<file path="src/sdbe_pkg.sv">
// ----------------------------------------------------------------------------
// sdbe_pkg
// Types, codes and constants shared by the stillness detector and its
// bias divider.
// ----------------------------------------------------------------------------
package sdbe_pkg;

   // Request and response payloads
   typedef struct packed {
      logic signed [15:0] accel_x;
      logic signed [15:0] accel_y;
      logic signed [15:0] accel_z;
   } sdbe_req_type;

   typedef struct packed {
      logic [1:0]         motion_state;
      logic signed [15:0] bias_x;
      logic signed [15:0] bias_y;
      logic signed [15:0] bias_z;
      logic               bias_updated;
   } sdbe_rsp_type;

   // Divider start request
   typedef struct packed {
      logic               start;
      logic signed [23:0] dividend;
      logic [7:0]         divisor;
   } sdbe_div_req_type;

   // Motion phase codes
   localparam logic [1:0] PH_MOVING = 2'd0;
   localparam logic [1:0] PH_WAIT   = 2'd1;
   localparam logic [1:0] PH_CAL    = 2'd2;
   localparam logic [1:0] PH_STILL  = 2'd3;

   // Register indexes
   localparam logic [1:0] REG_THRESH_X    = 2'd0;
   localparam logic [1:0] REG_THRESH_Y    = 2'd1;
   localparam logic [1:0] REG_THRESH_Z    = 2'd2;
   localparam logic [1:0] REG_STILL_COUNT = 2'd3;

   // Register reset values
   localparam logic [15:0] THRESH_X_RST    = 16'd100;
   localparam logic [15:0] THRESH_Y_RST    = 16'd200;
   localparam logic [15:0] THRESH_Z_RST    = 16'd100;
   localparam logic [7:0]  STILL_COUNT_RST = 8'd3;

   // One quotient bit per divider step
   localparam int DIV_STEPS = 24;

   // Largest counter value the quiet rules can reach (2 * 255)
   localparam logic [9:0] QUIET_MAX = 10'd510;

endpackage

</file>
<file path="src/sdbe_div.sv">
// ----------------------------------------------------------------------------
// sdbe_div
// Shared restoring divider: signed 24-bit sum over unsigned 8-bit count,
// truncated toward zero and saturated to 16 bits, one quotient bit a cycle.
// ----------------------------------------------------------------------------
module sdbe_div
   import sdbe_pkg::*;
(
   input  logic               clock,
   input  logic               reset,
   input  sdbe_div_req_type   div_req,
   output logic               div_busy,
   output logic               div_done,
   output logic signed [15:0] div_quot
);

   logic        busy_ff, busy_in;
   logic        done_ff, done_in;
   logic        neg_ff, neg_in;
   logic [7:0]  dvsr_ff, dvsr_in;
   logic [7:0]  rem_ff, rem_in;
   logic [23:0] quo_ff, quo_in;
   logic [4:0]  cnt_ff, cnt_in;

   logic [23:0] mag;
   logic [8:0]  trial;
   logic [8:0]  diff;
   logic        ge;
   logic        last;

   // Take the magnitude of the dividend
   assign mag = div_req.dividend[23] ? 24'(-div_req.dividend) : div_req.dividend;

   // One restoring step
   assign trial = {rem_ff, quo_ff[23]};
   assign diff  = trial - {1'b0, dvsr_ff};
   assign ge    = (trial >= {1'b0, dvsr_ff});
   assign last  = (cnt_ff == 5'(DIV_STEPS - 1));

   // Sequence the steps
   always_comb begin
      busy_in = busy_ff;
      done_in = 1'b0;
      neg_in  = neg_ff;
      dvsr_in = dvsr_ff;
      rem_in  = rem_ff;
      quo_in  = quo_ff;
      cnt_in  = cnt_ff;
      if (div_req.start) begin
         busy_in = 1'b1;
         neg_in  = div_req.dividend[23];
         dvsr_in = div_req.divisor;
         rem_in  = '0;
         quo_in  = mag;
         cnt_in  = '0;
      end else if (busy_ff) begin
         rem_in = ge ? diff[7:0] : trial[7:0];
         quo_in = {quo_ff[22:0], ge};
         cnt_in = 5'(cnt_ff + 5'd1);
         if (last) begin
            busy_in = 1'b0;
            done_in = 1'b1;
         end
      end
   end

   always_ff @(posedge clock) begin
      if (reset) begin
         busy_ff <= 1'b0;
         done_ff <= 1'b0;
      end else begin
         busy_ff <= busy_in;
         done_ff <= done_in;
      end
      neg_ff  <= neg_in;
      dvsr_ff <= dvsr_in;
      rem_ff  <= rem_in;
      quo_ff  <= quo_in;
      cnt_ff  <= cnt_in;
   end

   // Restore sign and saturate
   always_comb begin
      if (neg_ff) begin
         if (quo_ff > 24'd32768) begin
            div_quot = 16'sh8000;
         end else begin
            div_quot = 16'(-quo_ff[15:0]);
         end
      end else begin
         if (quo_ff > 24'd32767) begin
            div_quot = 16'sh7FFF;
         end else begin
            div_quot = quo_ff[15:0];
         end
      end
   end

   assign div_busy = busy_ff;
   assign div_done = done_ff;

endmodule

</file>
<file path="src/stillness_detect_bias_estimator.sv">
// ----------------------------------------------------------------------------
// stillness_detect_bias_estimator
// Stillness detector with accelerometer bias estimation over N quiet samples.
// ----------------------------------------------------------------------------
// Response: registered, in the cycle after the request for most samples; a bias
//   update holds it until the shared divider has run for all three axes in turn.
// Throughput: one request a cycle while no update runs and the response slot
//   is free; the divider, shared by the three axes, sets the update time.
// Reset: synchronous, clears state, sums and biases; registers take defaults.
module stillness_detect_bias_estimator
   import sdbe_pkg::*;
(
   input  logic         clock,
   input  logic         reset,
   input  logic         req_valid,
   output logic         req_ready,
   input  sdbe_req_type req_data,
   output logic         rsp_valid,
   input  logic         rsp_ready,
   output sdbe_rsp_type rsp_data,
   input  logic         csr_psel,
   input  logic         csr_penable,
   input  logic         csr_pwrite,
   input  logic [3:0]   csr_paddr,
   input  logic [31:0]  csr_pwdata,
   output logic [31:0]  csr_prdata,
   output logic         csr_pready
);

   typedef enum logic [1:0] {
      ST_IDLE = 2'b01,
      ST_DIV  = 2'b10
   } state_type;

   state_type          state_ff, state_in;
   logic [15:0]        thresh_x_ff, thresh_y_ff, thresh_z_ff;
   logic [7:0]         still_count_ff;
   sdbe_req_type       prev_ff, prev_in;
   logic [9:0]         quiet_ff, quiet_in;
   logic [1:0]         phase_ff, phase_in;
   logic signed [23:0] sum_ff [3];
   logic signed [23:0] sum_in [3];
   logic signed [15:0] bias_ff [3];
   logic [1:0]         axis_ff, axis_in;
   logic               rsp_valid_ff, rsp_valid_in;
   sdbe_rsp_type       rsp_ff, rsp_in;

   logic               accept;
   logic               csr_wr;
   logic [7:0]         n_eff;
   logic [9:0]         two_n;
   logic signed [16:0] dx, dy, dz;
   logic [16:0]        ax_abs, ay_abs, az_abs;
   logic               motion;
   logic               need_div;
   logic               bias_wr;
   sdbe_div_req_type   div_req;
   logic               div_busy;
   logic               div_done;
   logic signed [15:0] div_quot;

   assign accept = req_valid && req_ready;
   assign csr_wr = csr_psel && csr_penable && csr_pwrite && csr_pready;

   // Configuration registers
   always_ff @(posedge clock) begin
      if (reset) begin
         thresh_x_ff    <= THRESH_X_RST;
         thresh_y_ff    <= THRESH_Y_RST;
         thresh_z_ff    <= THRESH_Z_RST;
         still_count_ff <= STILL_COUNT_RST;
      end else if (csr_wr) begin
         unique case (csr_paddr[3:2])
            REG_THRESH_X:    thresh_x_ff    <= csr_pwdata[15:0];
            REG_THRESH_Y:    thresh_y_ff    <= csr_pwdata[15:0];
            REG_THRESH_Z:    thresh_z_ff    <= csr_pwdata[15:0];
            REG_STILL_COUNT: still_count_ff <= csr_pwdata[7:0];
            default: ;
         endcase
      end
   end

   // Register readback
   always_comb begin
      unique case (csr_paddr[3:2])
         REG_THRESH_X:    csr_prdata = {16'd0, thresh_x_ff};
         REG_THRESH_Y:    csr_prdata = {16'd0, thresh_y_ff};
         REG_THRESH_Z:    csr_prdata = {16'd0, thresh_z_ff};
         REG_STILL_COUNT: csr_prdata = {24'd0, still_count_ff};
         default:         csr_prdata = '0;
      endcase
   end

   assign csr_pready = 1'b1;

   // Motion test against the previous sample
   assign dx     = 17'(req_data.accel_x) - 17'(prev_ff.accel_x);
   assign dy     = 17'(req_data.accel_y) - 17'(prev_ff.accel_y);
   assign dz     = 17'(req_data.accel_z) - 17'(prev_ff.accel_z);
   assign ax_abs = dx[16] ? 17'(-dx) : dx;
   assign ay_abs = dy[16] ? 17'(-dy) : dy;
   assign az_abs = dz[16] ? 17'(-dz) : dz;
   assign motion = (ax_abs > {1'b0, thresh_x_ff}) || (ay_abs > {1'b0, thresh_y_ff})
                || (az_abs > {1'b0, thresh_z_ff});

   assign n_eff = (still_count_ff == 8'd0) ? 8'd1 : still_count_ff;
   assign two_n = {1'b0, n_eff, 1'b0};

   // Quiet-phase rules and the sequencer
   always_comb begin
      state_in     = state_ff;
      prev_in      = prev_ff;
      quiet_in     = quiet_ff;
      phase_in     = phase_ff;
      sum_in       = sum_ff;
      axis_in      = axis_ff;
      rsp_valid_in = rsp_valid_ff && !rsp_ready;
      rsp_in       = rsp_ff;
      need_div     = 1'b0;
      bias_wr      = 1'b0;
      div_req      = '0;
      div_req.divisor = n_eff;

      unique case (state_ff)
         ST_IDLE: begin
            if (accept) begin
               prev_in = req_data;
               if (motion) begin
                  quiet_in = '0;
                  sum_in   = '{default: '0};
                  phase_in = PH_MOVING;
               end else if (quiet_ff < {2'd0, n_eff}) begin
                  quiet_in = 10'(quiet_ff + 10'd1);
                  phase_in = PH_WAIT;
               end else if (quiet_ff < two_n) begin
                  quiet_in  = 10'(quiet_ff + 10'd1);
                  sum_in[0] = 24'(sum_ff[0] + 24'(req_data.accel_x));
                  sum_in[1] = 24'(sum_ff[1] + 24'(req_data.accel_y));
                  sum_in[2] = 24'(sum_ff[2] + 24'(req_data.accel_z));
                  phase_in  = PH_CAL;
               end else begin
                  need_div = (phase_ff != PH_STILL);
                  phase_in = PH_STILL;
               end
               if (need_div) begin
                  // Start x; the response waits for all three axes
                  div_req.start    = 1'b1;
                  div_req.dividend = sum_ff[0];
                  axis_in          = 2'd0;
                  state_in         = ST_DIV;
               end else begin
                  rsp_valid_in        = 1'b1;
                  rsp_in.motion_state = phase_in;
                  rsp_in.bias_x       = bias_ff[0];
                  rsp_in.bias_y       = bias_ff[1];
                  rsp_in.bias_z       = bias_ff[2];
                  rsp_in.bias_updated = 1'b0;
               end
            end
         end
         ST_DIV: begin
            if (div_done) begin
               bias_wr = 1'b1;
               if (axis_ff == 2'd2) begin
                  rsp_valid_in        = 1'b1;
                  rsp_in.motion_state = phase_ff;
                  rsp_in.bias_x       = bias_ff[0];
                  rsp_in.bias_y       = bias_ff[1];
                  rsp_in.bias_z       = div_quot;
                  rsp_in.bias_updated = 1'b1;
                  state_in            = ST_IDLE;
               end else begin
                  axis_in          = 2'(axis_ff + 2'd1);
                  div_req.start    = 1'b1;
                  div_req.dividend = sum_ff[axis_in];
               end
            end
         end
         default: begin
            state_in = ST_IDLE;
         end
      endcase
   end

   always_ff @(posedge clock) begin
      if (reset) begin
         state_ff     <= ST_IDLE;
         prev_ff      <= '0;
         quiet_ff     <= '0;
         phase_ff     <= PH_MOVING;
         sum_ff       <= '{default: '0};
         bias_ff      <= '{default: '0};
         axis_ff      <= '0;
         rsp_valid_ff <= 1'b0;
      end else begin
         state_ff     <= state_in;
         prev_ff      <= prev_in;
         quiet_ff     <= quiet_in;
         phase_ff     <= phase_in;
         sum_ff       <= sum_in;
         axis_ff      <= axis_in;
         rsp_valid_ff <= rsp_valid_in;
         if (bias_wr) begin
            bias_ff[axis_ff] <= div_quot;
         end
      end
      rsp_ff <= rsp_in;
   end

   // Shared divider
   sdbe_div u_div (
      .clock    (clock),
      .reset    (reset),
      .div_req  (div_req),
      .div_busy (div_busy),
      .div_done (div_done),
      .div_quot (div_quot)
   );

   // Hold requests while an update runs or the response slot is full
   assign req_ready = (state_ff == ST_IDLE) && (!rsp_valid_ff || rsp_ready);
   assign rsp_valid = rsp_valid_ff;
   assign rsp_data  = rsp_ff;

`ifndef NO_ASSERTIONS
   a_ready_div_idle: assert property (@(posedge clock) disable iff (reset)
      req_ready |-> !div_busy)
      else $error("request taken while divider busy");

   a_done_in_div: assert property (@(posedge clock) disable iff (reset)
      div_done |-> state_ff == ST_DIV)
      else $error("divider finished outside update");

   a_update_still: assert property (@(posedge clock) disable iff (reset)
      (rsp_valid && rsp_data.bias_updated) |-> rsp_data.motion_state == PH_STILL)
      else $error("bias update without still phase");

   a_quiet_range: assert property (@(posedge clock) disable iff (reset)
      quiet_ff <= QUIET_MAX)
      else $error("quiet counter out of range");

   a_update_ends: assert property (@(posedge clock) disable iff (reset)
      (state_ff == ST_DIV && div_done && axis_ff == 2'd2) |=> rsp_valid)
      else $error("finished update gave no response");
`endif

endmodule
</file>
<file path="config.mk">
export PLATFORM = sky130hd
export DESIGN_NAME = stillness_detect_bias_estimator
export DESIGN_NICKNAME = d
export VERILOG_FILES = /design/src/sdbe_pkg.sv /design/src/sdbe_div.sv /design/src/stillness_detect_bias_estimator.sv
export SDC_FILE = /design/constraint.sdc
export NUM_CORES = 1
export LEC_CHECK = 0
export ABC_AREA = 0
export BUFFER_PORTS_ARGS = -buffer_cell sky130_fd_sc_hd__buf_2
export CORE_ASPECT_RATIO = 1.1
export CORE_MARGIN = 4
export CORE_UTILIZATION = 25
export DETAILED_ROUTE_END_ITERATION = 12
export PLACE_DENSITY_LB_ADDON = 0.12
export SLEW_MARGIN = 20
export SYNTH_ARGS = -nofsm -noshare
export SYNTH_HDL_FRONTEND = slang
export SYNTH_HIERARCHICAL = 1
export SYNTH_SLANG_ARGS = --single-unit
export TNS_END_PERCENT = 100
</file>
<file path="constraint.sdc">
create_clock -name clock -period 11.48 [get_ports clock]
set_input_delay 2.296 -clock clock [delete_from_list [all_inputs] [get_ports clock]]
set_output_delay 2.296 -clock clock [all_outputs]
set_load 0.01 [all_outputs]
</file>
* After elaboration in Yosys (flattened, before gate mapping)
Cells that the tools add are included.
Cells by class: add/subtract/negate cells 15, $lt $le $gt $ge 11, eq/ne operators 15, muxes and demuxes 63, bitwise operators 3, reductions and logical operators 28
Operator list (number):
- $mux 72 | 3
- $mux 51 | 4
- $pmux 32 s4 | 1
- $mux 24 | 5
- $pmux 51 s2 | 1
- $mux 25 | 4
- $add 24x16->24 | 3
- $mux 16 | 4
- $gt 17x16->1 | 3
- $mux 17 | 3
- $neg 17->17 | 3
- $sub 16x16->17 | 3
- $pmux 25 s2 | 1
- $bmux 24 s2 | 1
- $bwmux 48 | 1
- $demux 16 s2 | 1
- $mux 10 | 3
- $gt 24x15->1 const B | 1
- $gt 24x16->1 const B | 1
- $neg 24->24 | 1
- $mux 2 | 10
- $mux 1 | 16
- $mux 8 | 2
- $neg 16->16 | 1
- 30 further kinds | 59
Storage, ports and cells: register bits 340, bits of input ports 91, output and inout port bits 86

* Logic depth before layout (Yosys ltp)
depth after elaboration 15, gate-level depth with buffers 35, depth with buffers taken out 33

* By module
The synthesis kept the hierarchy.
Modules (own cells, without submodules):
- stillness_detect_bias_estimator | instances 1, cells each 2368, area an instance 19600.0 µm²
- sdbe_div | instances 1, cells each 368, area an instance 3201.8 µm²

* Worst setup path before layout
Ideal clock, no wire load.
path kind input to register, start point input port req_data[32] (netlist name), end point register rsp_ff (netlist bit rsp_data[0]) (enable), library setup time 476 ps, data arrival time 9048 ps, data required time 11004 ps, setup slack 1955 ps, stages on the path 22, path buffers 1, cells stage by stage inv_1 > ha_1 > fa_1 > nor2b_1 > o21ai_0 > and2b_1 > xnor2_1 > or4_1 > or3_1 > or3_1 > o31ai_1 > xnor2_1 > ha_1 > nand4_1 > nor2_1 > a211oi_1 > a21oi_1 > or3_1 > a221o_1 > clkbuf_1 > o31ai_1 > a21oi_1
On the way: word-level cells in the longest chain between the ends 11
Ends and longest elaborated chain:
- from (decl) | line stillness_detect_bias_estimator.sv:17 | input sdbe_req_type req_data,
- $sub 16x16->17 * | line stillness_detect_bias_estimator.sv:97 | assign dx = 17'(req_data.accel_x) - 17'(prev_ff.accel_x);
- $neg 17->17 | line stillness_detect_bias_estimator.sv:100 | assign ax_abs = dx[16] ? 17'(-dx) : dx;
- $mux 17 * | line stillness_detect_bias_estimator.sv:100
- $gt 17x16->1 * | line stillness_detect_bias_estimator.sv:103 | assign motion = (ax_abs > {1'b0, thresh_x_ff}) || (ay_abs > {1'b0, thresh_y_ff})
- $logic_or 1x1->1 * | line stillness_detect_bias_estimator.sv:103
- $logic_or 1x1->1 * | line stillness_detect_bias_estimator.sv:104 | || (az_abs > {1'b0, thresh_z_ff});
- $mux 1 * | line stillness_detect_bias_estimator.sv:128 | if (motion) begin
- $mux 1 * | line stillness_detect_bias_estimator.sv:126 | if (accept) begin
- $mux 1 * | line stillness_detect_bias_estimator.sv:124 | unique case (state_ff)
- $ne 2x2->1 (no line) *
- $reduce_and 5->1 (no line) *
- to (signal assigned) | line stillness_detect_bias_estimator.sv:207 | rsp_ff <= rsp_in;
- to (decl) | line stillness_detect_bias_estimator.sv:46 | sdbe_rsp_type rsp_ff, rsp_in;
Mark *: on every way between the ends. The rest lies on a longest branch, timed or not. The select of a mux whose other input is x is not followed. A chain may end at the register's enable or synchronous reset.

==> impl_metrics.tcl <==
set metrics [dict create \
    grt_first_pass_wirelength_um 110700 \
    crit_type "input port to register" \
    numCtsBuffers 43 \
    hold_path.class "register to register" \
    final_util 0.2904 \
    worstSkewPairLatency_ns 0.60 \
    yosys_warnings 6 \
    grt_pass1_vias 19000 \
    fin_tns_setup_ns 0 \
    core-area_um2 89930 \
    gp_congestion 0.8152 \
    syn_area_per_cell_um2 8.334 \
    critical_path.max_stage_delay_ns 0.54 \
    fmax_mhz 105.2 \
    muxShareOfSynthArea 0.04006 \
    drt.antenna.violating_nets 0 \
    powerDensity_nw_per_um2 125.3 \
    drt-pass1-iter-count 5 \
    synth-seq-cells 340 \
    grt_total_ovfl 0 \
    fin_crit_ns 9.502 \
    dieArea_um2 96110 \
    rsz0062_at_grt "false" \
    synth.lib_cells_used.distinct 78 \
    synth-compound-area-share 0.2137 \
    critPathTopFamily "compound AO/OA/AOI/OAI gates" \
    die_h_um 324.7 \
    endpoint_kind "register" \
    clock_tree_root_driver_cell "sky130_fd_sc_hd__clkbuf_16" \
    via_count 19550 \
    type_of_origin_of_the_critical_path "input port" \
    wire_per_inst_um 17.75 \
    post_route_cells_drive_above_1_share 0.1133 \
    ctsHtreeMaxLevel 2 \
    ios 177 \
    hold_viol_final 0 \
    cellLeakagePower_nw 10.32 \
    status "finished clean" \
    post_synth_instance_area_um2 22800 \
    cts_tree "yes" \
    clock_sink_count 340 \
    max_slew.worst_pin.slew_ns 1.060 \
    yosys.area_share.simple 0.1821 \
    count_of_final_setup_violators 0 \
    number_of_flops_mapped_to_enable_cells_by_yosys 84 \
    finalCritPeriodShare 0.8277 \
    placement_rows 115 \
    skew_ns 0.02336 \
    asyncSetResetFlopFracSynth 0 \
    crit_path_top_delay_cell "sky130_fd_sc_hd__a21oi_1" \
    clkTransAtPathRegs_ns 0.06 \
    worstPathRequired_ns 11.79 \
    die_w_um 296.0 \
    initial_core_util 0.2536 \
    drt_first_iter_violations 851 \
    post_synth_fa_ha_maj_area_fraction 0.1153 \
    number_of_i_o_port_buffers 141 \
    grt_max_degree 72 \
    peakVddDrop_uv 87.90 \
    finish.net_count 3115 \
    synth_ff_type "sky130_fd_sc_hd__dfxtp_1" \
    crit_path_frequent_cell "sky130_fd_sc_hd__a21oi_1" \
    largest_fanout_on_the_critical_path 24 \
    drt-total-wl_um 71450 \
    final_max_slew_viol_count 0 \
    dominant_combinational_cell_family_by_area_after_synthesis "compound AO/OA/AOI/OAI gates" \
    cts-resized-gates 0 \
    overall_fraction_of_global_route_tracks_in_use 0.1445 \
    share_of_the_synthesized_netlist_area_taken_by_xor_and_xnor_gates 0.06184 \
    maxCapViolations 0 \
    hold_buffers 0 \
    route.detailed.drc 0 \
    area_growth_syn_to_layout_pct 14.51 \
    max-clock-path-buffers 3 \
    synth_sequential_area_ratio 0.3354 \
    post_cts_buffers 0 \
    arrival_ns 9.82 \
    postSynthCellCount 2736 \
    critPathBufInv 3 \
    drt-vias-per-instance 4.856 \
    grt_antenna_before_repair 7 \
    maxSlewHeadroom 0.2930 \
    dp_hpwl_um 54500 \
]
[worst paths after layout]
path | startpoint | endpoint | depth (start not counted) | slack [ns]
worst min register to register | bias_ff[17] | rsp_data[18] | 0 | 0.43
worst max-delay path | req_data[16] | u_div/quo_ff[19] | 32 | 1.98
worst min-delay path | bias_ff[17] | rsp_data[18] | 0 | 0.43
worst max register to register | prev_ff[32] | u_div/quo_ff[19] | 28 | 3.63
[kinds of logic (layout without fill, tap and decap cells)]
kind of cell	Yosys count	in the layout
mux	76	76
flops	340	340
compound gates	774	774
simple gates	886	886
fa+ha+maj	206	206
xor+xnor	161	161
buf+inv	291	392
other cells	2	21
[area by class of cell]
cell class / instances / area (um2)
inverter: 156 / 585.6
multi-input combinational: 2120 / 14090
antenna: 4 / 10.01
clock buffer: 56 / 1195
fill: 9579 / 63820
clock inverter: 23 / 289.0
tap: 1170 / 1464
timing repair buffer: 157 / 828.3
sequential: 340 / 7649
[sequential cells by signal, indices dropped and copies added, names as in the netlist, 2 cells and up]
signal	flops
u_div/quo_ff	24
prev_ff	48
u_div/cnt_ff	5
u_div/dvsr_ff	8
still_count_ff	8
thresh_x_ff	16
axis_ff	2
thresh_z_ff	16
state_ff	2
thresh_y_ff	16
u_div/rem_ff	8
sum_ff	72
rsp_data	51
phase_ff	2
bias_ff	48
quiet_ff	10
[per-stage QoR]
| step | area, um2 | hold slack, ns | setup WS [ns] | total power (W) | instances |
|---|---|---|---|---|---|
| after global placement | 24620 | 0.4172 | 1.437 | 0.001879 | 3943 |
| after global routing | 26100 | 0.4456 | 1.391 | 0.003450 | 4022 |
| after floorplan | 22860 | 0.4081 | 1.955 | 0.001713 | 2751 |
| after CTS | 26100 | 0.4314 | 1.992 | 0.003339 | 4022 |
| final | 26110 | 0.4293 | 1.978 | 0.003271 | 4026 |
| after detailed placement | 24620 | 0.4183 | 1.362 | 0.001889 | 3943 |
[worst reg2reg max path, delay by kind of cell (launching register included)]
kind,cells,cell delay (ns)
compound gates,8,1.70
fa+ha+maj,3,0.93
flops,1,0.31
buf+inv,1,0.27
simple gates,13,3.83
xor+xnor,3,0.54
[placed cells by master, fill, tap and decap left out, types with 26 or more instances in the layout]
cell type / count
sky130_fd_sc_hd__ha_1: 198
sky130_fd_sc_hd__nor2b_1: 26
sky130_fd_sc_hd__a22o_1: 63
sky130_fd_sc_hd__xor2_1: 65
sky130_fd_sc_hd__inv_1: 156
sky130_fd_sc_hd__o21ai_0: 130
sky130_fd_sc_hd__a21oi_1: 322
sky130_fd_sc_hd__mux2i_1: 26
sky130_fd_sc_hd__nor3_1: 35
sky130_fd_sc_hd__nand4_1: 30
sky130_fd_sc_hd__nand3_1: 38
sky130_fd_sc_hd__nand2_1: 425
sky130_fd_sc_hd__a21o_1: 41
sky130_fd_sc_hd__buf_2: 140
sky130_fd_sc_hd__clkbuf_16: 43
sky130_fd_sc_hd__nor2_1: 149
sky130_fd_sc_hd__nor3b_1: 28
sky130_fd_sc_hd__mux2_2: 42
sky130_fd_sc_hd__o21a_1: 35
sky130_fd_sc_hd__xnor2_1: 96
sky130_fd_sc_hd__edfxtp_1: 84
sky130_fd_sc_hd__o31ai_1: 26
sky130_fd_sc_hd__dfxtp_1: 255
[metal layers]
| metal | GRT usage | vias up | wire (um) |
|---|---|---|---|
| li1 | - | 9944 | - |
| met1 | 0.1954 | 9197 | 34040 |
| met2 | 0.2397 | 317 | 32780 |
| met3 | 0.01858 | 91 | 2566 |
| met4 | 0.04404 | 0 | 2059 |
| met5 | 0 | - | 0 |
[power by group]
group | switching [W] | total [W] | internal (W)
clock network | 0.000581 | 0.00142 | 0.000834
logic | 0.000367 | 0.000598 | 0.000231
registers | 0.0000114 | 0.00126 | 0.00125
[cell usage after synthesis (all sizes together), types with 23 or more instances]
library cell,count,area (um2)
o21ai,132,660.6
buf,37,215.2
mux2,42,473.0
o31ai,27,207.7
nand4,30,187.7
xnor2,96,840.8
xor2,65,569.3
a22o,63,551.8
or3,23,153.9
nor2,150,563.0
edfxtp,84,2522
o21a,35,262.8
ha,199,2490
nand2,426,1599
a21oi,323,1617
mux2i,26,260.3
a21o,41,307.8
nor2b,26,162.7
clkbuf,98,367.9
dfxtp,256,5125
nor3b,29,217.7
nand3,38,190.2
inv,156,585.6
nand2b,23,143.9
nor3,38,200.2
Power figures use the tool's default switching activity.
